$ cat config.mk
export PLATFORM = sky130hd
export DESIGN_NAME = char_lcd_bus_master_unit
export DESIGN_NICKNAME = d
export VERILOG_FILES = /design/src/rtl/clbm_pkg.sv /design/src/rtl/char_lcd_bus_master_unit.sv
export SDC_FILE = /design/constraint.sdc
export NUM_CORES = 1
export LEC_CHECK = 0
export BUFFER_PORTS_ARGS = -buffer_cell sky130_fd_sc_hd__buf_2
export CORE_MARGIN = 8
export CORE_UTILIZATION = 55
export DETAILED_ROUTE_END_ITERATION = 10
export PLACE_DENSITY = 0.83
export SETUP_SLACK_MARGIN = 0.4
export SLEW_MARGIN = 20
export SYNTH_ARGS = -nofsm -noshare
export SYNTH_HDL_FRONTEND = slang
export SYNTH_SLANG_ARGS = --single-unit
export TNS_END_PERCENT = 30
$ cat constraint.sdc
create_clock -name clk_i -period 9.75 [get_ports clk_i]
set_input_delay 0.4875 -clock clk_i [delete_from_list [all_inputs] [get_ports clk_i]]
set_output_delay 0.4875 -clock clk_i [all_outputs]
set_load 0.01 [all_outputs]
$ cat src/rtl/clbm_pkg.sv
// ----------------------------------------------------------------------------
// clbm_pkg: shared types and constants for the character LCD bus master
// Phase codes, request codes, register indexes and the power-up command list.
// ----------------------------------------------------------------------------
`default_nettype none

package clbm_pkg;

  localparam int unsigned TimerWidthDefault = 24;
  localparam int unsigned CfgWidth          = 24;
  localparam int unsigned CfgIdxWidth       = 2;
  localparam int unsigned InDataWidth       = 16;
  localparam int unsigned InUserWidth       = 2;
  localparam int unsigned OutDataWidth      = 16;

  localparam logic [23:0] PowerUpWaitReset = 24'd1500000;
  localparam logic [23:0] ShortWaitReset   = 24'd1950;
  localparam logic [23:0] ClearWaitReset   = 24'd100000;
  localparam logic [7:0]  StrobeReset      = 8'd2;

  localparam logic [2:0] InitDone = 3'd4;
  localparam logic [2:0] InitClearStep = 3'd3;

  typedef enum logic [3:0] {
    PH_POWER  = 4'd0,
    PH_WAIT   = 4'd1,
    PH_STROBE = 4'd2,
    PH_GAP    = 4'd3,
    PH_WRITE  = 4'd4,
    PH_IDLE   = 4'd5
  } phase_e;

  typedef enum logic [1:0] {
    OP_TICK  = 2'd0,
    OP_DATA  = 2'd1,
    OP_CMD   = 2'd2,
    OP_SPARE = 2'd3
  } op_e;

  typedef enum logic [CfgIdxWidth-1:0] {
    REG_POWER_UP = 2'd0,
    REG_SHORT    = 2'd1,
    REG_CLEAR    = 2'd2,
    REG_STROBE   = 2'd3
  } reg_idx_e;

  // function set, display on with cursor and blink, clear, entry mode
  function automatic logic [7:0] init_cmd(input logic [1:0] step);
    logic [7:0] cmd;
    case (step)
      2'd0:    cmd = 8'h38;
      2'd1:    cmd = 8'h0F;
      2'd2:    cmd = 8'h01;
      default: cmd = 8'h06;
    endcase
    return cmd;
  endfunction

endpackage

`default_nettype wire

$ cat src/rtl/char_lcd_bus_master_unit.sv
// ----------------------------------------------------------------------------
// char_lcd_bus_master_unit: bus master for an 8-bit character LCD
// Power-up sequence, busy-flag polling and byte writes, one beat per tick.
// ----------------------------------------------------------------------------
// Usage: every input beat is one LCD tick. tuser carries the request
// (tick, data write, command write), tdata the byte and the sampled D7.
// Each input beat yields exactly one output beat with the pin levels for
// that tick (RS, RW, E, data byte, bus drive) and a ready flag; a write
// request is only taken in a tick whose result shows ready, else dropped.
// The pin levels land in the output register on the edge that accepts the
// beat. Throughput is one beat per cycle; the output register refills on the
// same edge it drains, so back-to-back beats flow while the receiver keeps
// tready high. When the receiver stalls, the held result blocks
// s_axis_tready and no state moves until it is taken.
// After reset the power-up wait starts, then 0x38, 0x0F, 0x01 and 0x06 are
// written, each behind busy polling. Wait registers of zero act as one tick;
// the tick timer saturates at its TIMER_WIDTH maximum, ending any wait. Write
// configuration (cfg_we_i/cfg_idx_i/cfg_wdata_i) only while idle; unchecked.
// ----------------------------------------------------------------------------
`default_nettype none

module char_lcd_bus_master_unit #(
  parameter int unsigned TIMER_WIDTH = clbm_pkg::TimerWidthDefault
) (
  input  wire logic                              clk_i,
  input  wire logic                              rst_ni,
  input  wire logic                              cfg_we_i,
  input  wire logic [clbm_pkg::CfgIdxWidth-1:0]  cfg_idx_i,
  input  wire logic [clbm_pkg::CfgWidth-1:0]     cfg_wdata_i,
  input  wire logic                              s_axis_tvalid,
  output logic                                   s_axis_tready,
  // [7:0] byte_value, [8] bus_d7, [15:9] zero
  input  wire logic [clbm_pkg::InDataWidth-1:0]  s_axis_tdata,
  // [1:0] operation
  input  wire logic [clbm_pkg::InUserWidth-1:0]  s_axis_tuser,
  output logic                                   m_axis_tvalid,
  input  wire logic                              m_axis_tready,
  // [0] reg_select, [1] read_write, [2] enable, [10:3] bus_out,
  // [11] bus_drive, [12] ready_res, [15:13] zero
  output logic [clbm_pkg::OutDataWidth-1:0]      m_axis_tdata
);
  import clbm_pkg::*;

  localparam int unsigned CmpWidth = 33;

  logic [23:0]            power_wait_q, short_wait_q, clear_wait_q;
  logic [7:0]             strobe_q;
  phase_e                 phase_q, phase_d;
  logic [TIMER_WIDTH-1:0] tick_timer_q, tick_timer_d;
  logic [2:0]             init_step_q, init_step_d;
  logic [7:0]             pend_byte_q, pend_byte_d;
  logic                   pend_data_q, pend_data_d;
  logic                   m_valid_q;
  logic [OutDataWidth-1:0] m_data_q, m_data_d;

  logic                   s_fire;
  op_e                    op;
  logic [7:0]             in_byte;
  logic                   in_d7;
  logic [23:0]            limit;
  logic [TIMER_WIDTH-1:0] tmr_inc;
  logic                   tmr_done;
  logic                   rs, rw, en, drive, rdy;
  logic [7:0]             bus;

  assign s_axis_tready = !m_valid_q || m_axis_tready;
  assign s_fire        = s_axis_tvalid && s_axis_tready;
  assign m_axis_tvalid = m_valid_q;
  assign m_axis_tdata  = m_data_q;

  assign op      = op_e'(s_axis_tuser[1:0]);
  assign in_byte = s_axis_tdata[7:0];
  assign in_d7   = s_axis_tdata[8];

  always_ff @(posedge clk_i or negedge rst_ni) begin
    if (!rst_ni) begin
      power_wait_q <= PowerUpWaitReset;
      short_wait_q <= ShortWaitReset;
      clear_wait_q <= ClearWaitReset;
      strobe_q     <= StrobeReset;
    end else if (cfg_we_i) begin
      case (reg_idx_e'(cfg_idx_i))
        REG_POWER_UP: power_wait_q <= cfg_wdata_i;
        REG_SHORT:    short_wait_q <= cfg_wdata_i;
        REG_CLEAR:    clear_wait_q <= cfg_wdata_i;
        REG_STROBE:   strobe_q     <= cfg_wdata_i[7:0];
        default:      ;
      endcase
    end
  end

  // wait length for the phase being timed
  always_comb begin
    case (phase_q)
      PH_POWER:  limit = power_wait_q;
      PH_WAIT:   limit = (init_step_q >= InitClearStep) ? clear_wait_q : short_wait_q;
      PH_STROBE: limit = {16'd0, strobe_q};
      default:   limit = '0;
    endcase
  end

  // a limit of zero compares like one, so a wait always spans a tick
  assign tmr_inc  = tick_timer_q + TIMER_WIDTH'(1);
  assign tmr_done = (&tick_timer_q) || (CmpWidth'(tmr_inc) >= CmpWidth'(limit));

  always_comb begin
    phase_d      = phase_q;
    tick_timer_d = tick_timer_q;
    init_step_d  = init_step_q;
    pend_byte_d  = pend_byte_q;
    pend_data_d  = pend_data_q;
    rs = 1'b0; rw = 1'b0; en = 1'b0; bus = 8'd0; drive = 1'b1; rdy = 1'b0;
    case (phase_q)
      PH_POWER: begin
        tick_timer_d = tmr_done ? '0 : tmr_inc;
        if (tmr_done) begin
          init_step_d = '0;
          pend_byte_d = init_cmd(2'd0);
          pend_data_d = 1'b0;
          phase_d     = PH_STROBE;
        end
      end
      PH_WAIT: begin
        rs  = pend_data_q;
        bus = pend_byte_q;
        tick_timer_d = tmr_done ? '0 : tmr_inc;
        if (tmr_done) begin
          pend_byte_d = init_cmd(init_step_q[1:0]);
          pend_data_d = 1'b0;
          phase_d     = PH_STROBE;
        end
      end
      PH_STROBE: begin
        rw = 1'b1; en = 1'b1; drive = 1'b0;
        tick_timer_d = tmr_done ? '0 : tmr_inc;
        if (tmr_done) begin
          // D7 sampled on the last strobe tick
          phase_d = in_d7 ? PH_GAP : PH_WRITE;
        end
      end
      PH_GAP: begin
        rw = 1'b1; drive = 1'b0;
        tick_timer_d = '0;
        phase_d      = PH_STROBE;
      end
      PH_WRITE: begin
        rs  = pend_data_q;
        en  = 1'b1;
        bus = pend_byte_q;
        tick_timer_d = '0;
        if (init_step_q < InitDone) begin
          init_step_d = init_step_q + 3'd1;
          phase_d     = (init_step_d == InitDone) ? PH_IDLE : PH_WAIT;
        end else begin
          phase_d = PH_IDLE;
        end
      end
      default: begin
        rs  = pend_data_q;
        bus = pend_byte_q;
        rdy = 1'b1;
        phase_d = PH_IDLE;
        if (op == OP_DATA || op == OP_CMD) begin
          pend_byte_d  = in_byte;
          pend_data_d  = (op == OP_DATA);
          tick_timer_d = '0;
          phase_d      = PH_STROBE;
        end
      end
    endcase
    m_data_d = {3'd0, rdy, drive, bus, en, rw, rs};
  end

  always_ff @(posedge clk_i or negedge rst_ni) begin
    if (!rst_ni) begin
      phase_q      <= PH_POWER;
      tick_timer_q <= '0;
      init_step_q  <= '0;
      pend_byte_q  <= '0;
      pend_data_q  <= 1'b0;
      m_valid_q    <= 1'b0;
    end else begin
      if (s_fire) begin
        phase_q      <= phase_d;
        tick_timer_q <= tick_timer_d;
        init_step_q  <= init_step_d;
        pend_byte_q  <= pend_byte_d;
        pend_data_q  <= pend_data_d;
        m_valid_q    <= 1'b1;
      end else if (m_axis_tready) begin
        m_valid_q    <= 1'b0;
      end
    end
  end

  always_ff @(posedge clk_i) begin
    if (s_fire) begin
      m_data_q <= m_data_d;
    end
  end

`ifndef SYNTHESIS
  a_init_bound: assert property (@(posedge clk_i) disable iff (!rst_ni)
    init_step_q <= InitDone)
    else $error("init step past done");

  a_gap_to_strobe: assert property (@(posedge clk_i) disable iff (!rst_ni)
    s_fire && phase_q == PH_GAP |=> phase_q == PH_STROBE && tick_timer_q == '0)
    else $error("gap did not restart strobe");

  a_idle_ready: assert property (@(posedge clk_i) disable iff (!rst_ni)
    s_fire && phase_q == PH_IDLE |=> m_valid_q && m_data_q[12])
    else $error("idle tick without ready flag");

  a_strobe_released: assert property (@(posedge clk_i) disable iff (!rst_ni)
    s_fire && phase_q == PH_STROBE |=> m_data_q[2] && m_data_q[1] && !m_data_q[11])
    else $error("strobe beat drives bus");

  a_empty_takes: assert property (@(posedge clk_i) disable iff (!rst_ni)
    !m_valid_q |-> s_axis_tready)
    else $error("empty output register blocks input");
`endif

endmodule

`default_nettype wire
==> reports/summary.txt <==
estimated wirelength of the detail-placed design: 10300 um
total congestion overflow after global routing: 0
cells traversed along the worst timing path: ha_1 -> ha_1 -> a211oi_4 -> buf_4 -> mux2i_1 -> a211oi_1 -> a21oi_1 -> nor2_1 -> ha_1 -> nand2b_1 -> a2111o_1 -> o2111ai_1 -> a311o_1 -> and3_1 -> a22o_1
most used cells in the layout excluding fill and tap cells: sky130_fd_sc_hd__dfrtp_1, sky130_fd_sc_hd__mux2_2, sky130_fd_sc_hd__nand2_1, sky130_fd_sc_hd__buf_2, sky130_fd_sc_hd__ha_1
complex-gate fraction of the synthesized area: 11.8%
average cell area after synthesis: 11.3 um2
pins over their slew limit: 0
floorplan core area: 12600 um2
most prevalent standard cell on the critical path: sky130_fd_sc_hd__ha_1
antenna violations before repair: 0
WP data arrival: 5.37 ns
routed wirelength normalized by instance count: 18.0 um
post-route fraction of the period consumed by the critical path: 51.3%
Synth Flop Type: sky130_fd_sc_hd__dfrtp_1
router iterations before antenna repair: 5
vias per inst: 6.02
global-route wire length before repair: 26000 um
number of top-level pins: 67
combinational family with the most area after synthesis: multiplexers
port bufs: 56
Die W: 130 um
layout cell share with drive strength beyond 1: 31.8%
library cells used by synthesis: 70
Fmax: 200 MHz
total number of placement rows: 41
pwr dens: 263 nW/um2
Mapped Area: 7100 um2
area added between synthesis and finish: 14.7%
filler instances: 946
Post-synth EDFFs: 13
final instance area: 8140 um2
Worst Clk Skew: 0.00679 ns
final weighted congestion in routability-driven placement: 0.896
overall routed net length: 15500 um
DIE AREA: 16800 um2
vias after detailed routing: 5204
# Max-Cap Violations: 0
maximum number of buffers from clock root to sink: 2
total routing resource utilization after global routing: 19.4%
minimum hold slack: 0.270 ns
clock tree from TritonCTS: built
first-iteration detailed-routing DRC count: 342
clock net sink count: 133
actual transition at the worst max-transition pin: 0.898 ns
Resized cells post-CTS: 0
Syn Inst Count: 627
DRC violation count after routing: 0
proportion of synthesized flip-flops having asynchronous set or reset: 90.2%
sequential cell area fraction in the yosys report: 48.2%
post-synthesis mux area share: 17.1%
critical path data required time: 10.12 ns
total number of yosys warnings: 0
maximum number of pins on one net before global-route repair: 91
type of the tightest min-delay check: input pin to flop
accumulated negative setup slack: 0 ns
clock latency on the worst-skew pair: 0.43 ns
category of the worst setup path launch point: flop
max_slew headroom: 40.1%
antenna diode count: 0
via count of the first global-routing pass: 5273
static leakage: 3.48 nW
run status: completed
post-route ant nets: 0
vertical die dimension: 130 um
slowest stage delay, CP: 0.81 ns
buffer type at the clock tree root: sky130_fd_sc_hd__clkbuf_16
Final setup viols: 0
multi-input gate area in the final layout: 3420 um2
time the worst path needs with I/O delays and setup: 5.00 ns
post-synthesis register bit count: 133
critical path peak fanout: 24
Worst-path clk slew: 0.06 ns
# H-tree levels: 4
type of the worst setup path: flop to flop
category of the worst setup path capture point: flop
Post-layout nets: 759
leading cell type in the layout, fill and taps excluded: sky130_fd_sc_hd__dfrtp_1
clock buffer count from CTS: 17
maximum vdd drop: 0.000156 V
cell at the slowest stage of the critical path: sky130_fd_sc_hd__a311o_1
RSZ-0062 raised after global routing: no
parity-gate share of the synthesized area counting xor and xnor cells: 2.70%
instance area after placement: 7480 um2
Initial Util: 56.3%
Hold Fails Final Rpt: 0
basic-gate share of the synthesized area counting and, or, nand and nor cells: 10.6%
FF/Latch Area: 3420 um2
post-synthesis adder-cell area fraction: 5.46%
cells in the mapped netlist (17+ instances only):
cell,n,area share [%]
sky130_fd_sc_hd__dfrtp_1,95,33
sky130_fd_sc_hd__mux2_2,80,13
sky130_fd_sc_hd__nand2_1,68,3.6
sky130_fd_sc_hd__ha_1,31,5.5
sky130_fd_sc_hd__mux2i_1,30,4.2
sky130_fd_sc_hd__o21ai_0,28,2.0
sky130_fd_sc_hd__dfstp_2,25,9.3
sky130_fd_sc_hd__inv_1,25,1.3
sky130_fd_sc_hd__nor2_1,23,1.2
sky130_fd_sc_hd__a21oi_1,18,1.3
sky130_fd_sc_hd__o211ai_1,17,1.8
flip-flops by register name (all words and copies together) (netlist names), 8 cells and up:
name,cells
power_wait_q,24
clear_wait_q,24
pend_byte_q,8
strobe_q,8
m_axis_tdata,13
short_wait_q,24
tick_timer_q,24
routing by layer:
metal	routed length, um	GRT usage (%)
met1	6520	23.8
met2	7790	32.4
met3	822	4.31
met4	395	8.61
met5	0	0
worst max-delay path: cells and delay by family, from the launching register on:
family                     cells  cell delay (ns)
AOI/OAI and AO/OA              7             2.05
adders and majority gates      3             0.77
buffers and inverters          1             0.43
DFF                            1             0.47
muxes                          1             0.24
and+or+nand+nor                3             0.95
worst paths after layout:
path	start	to	slack (ns)	cells after the start
hold / removal	s_axis_tvalid	m_axis_tvalid	0.27	2
max in group asynchronous	rst_ni	short_wait_q[17]	8.07	3
min in group asynchronous	rst_ni	clear_wait_q[4]	0.52	2
hold reg to reg	power_wait_q[2]	power_wait_q[2]	0.51	1
setup / recovery	init_step_q[0]	tick_timer_q[14]	4.75	15
setup reg to reg	init_step_q[0]	tick_timer_q[14]	4.75	15
kinds of logic after synthesis:
family          after synthesis
flops                       133
mux                         111
buf+inv                      59
compound gates              121
xor+xnor                     21
other cells                   1
fa+ha+maj                    31
simple gates                150
final cells by class:
cell class	instances	share of cell area, %
Sequential cell	133	42.1
Clock inverter	15	2.54
Inverter	26	1.20
Timing Repair Buffer	64	4.29
Tap cell	172	2.64
Clock buffer	17	5.23
Multi-Input combinational cell	437	42.0
per-stage QoR:
stage / std cells / util (%) / worst slack [ns] / total power [mW]
3_5_place_dp: 831 / 59.3 / 4.74 / 1.44
5_1_grt: 864 / 64.5 / 4.52 / 2.26
4_1_cts: 864 / 64.4 / 4.70 / 2.13
6_report: 864 / 64.5 / 4.75 / 2.14
2_1_floorplan: 629 / - / 5.97 / 1.27
3_3_place_gp: 831 / 59.3 / 4.88 / 1.40
power breakdown:
group	switching, mW	total, mW	internal, mW	leakage, nW
sequential	0.0917	0.790	0.698	1.55
combinational	0.396	0.668	0.273	1.64
clock	0.253	0.681	0.429	0.293
total	0.740	2.14	1.40	3.48
what timing repair did:
item	4_1_cts	5_1_grt
endpoints found under the hold margin	22	0
setup buffers	0	0
hold buffers	1	0
No activity file was read; power rests on OpenSTA's default activity.
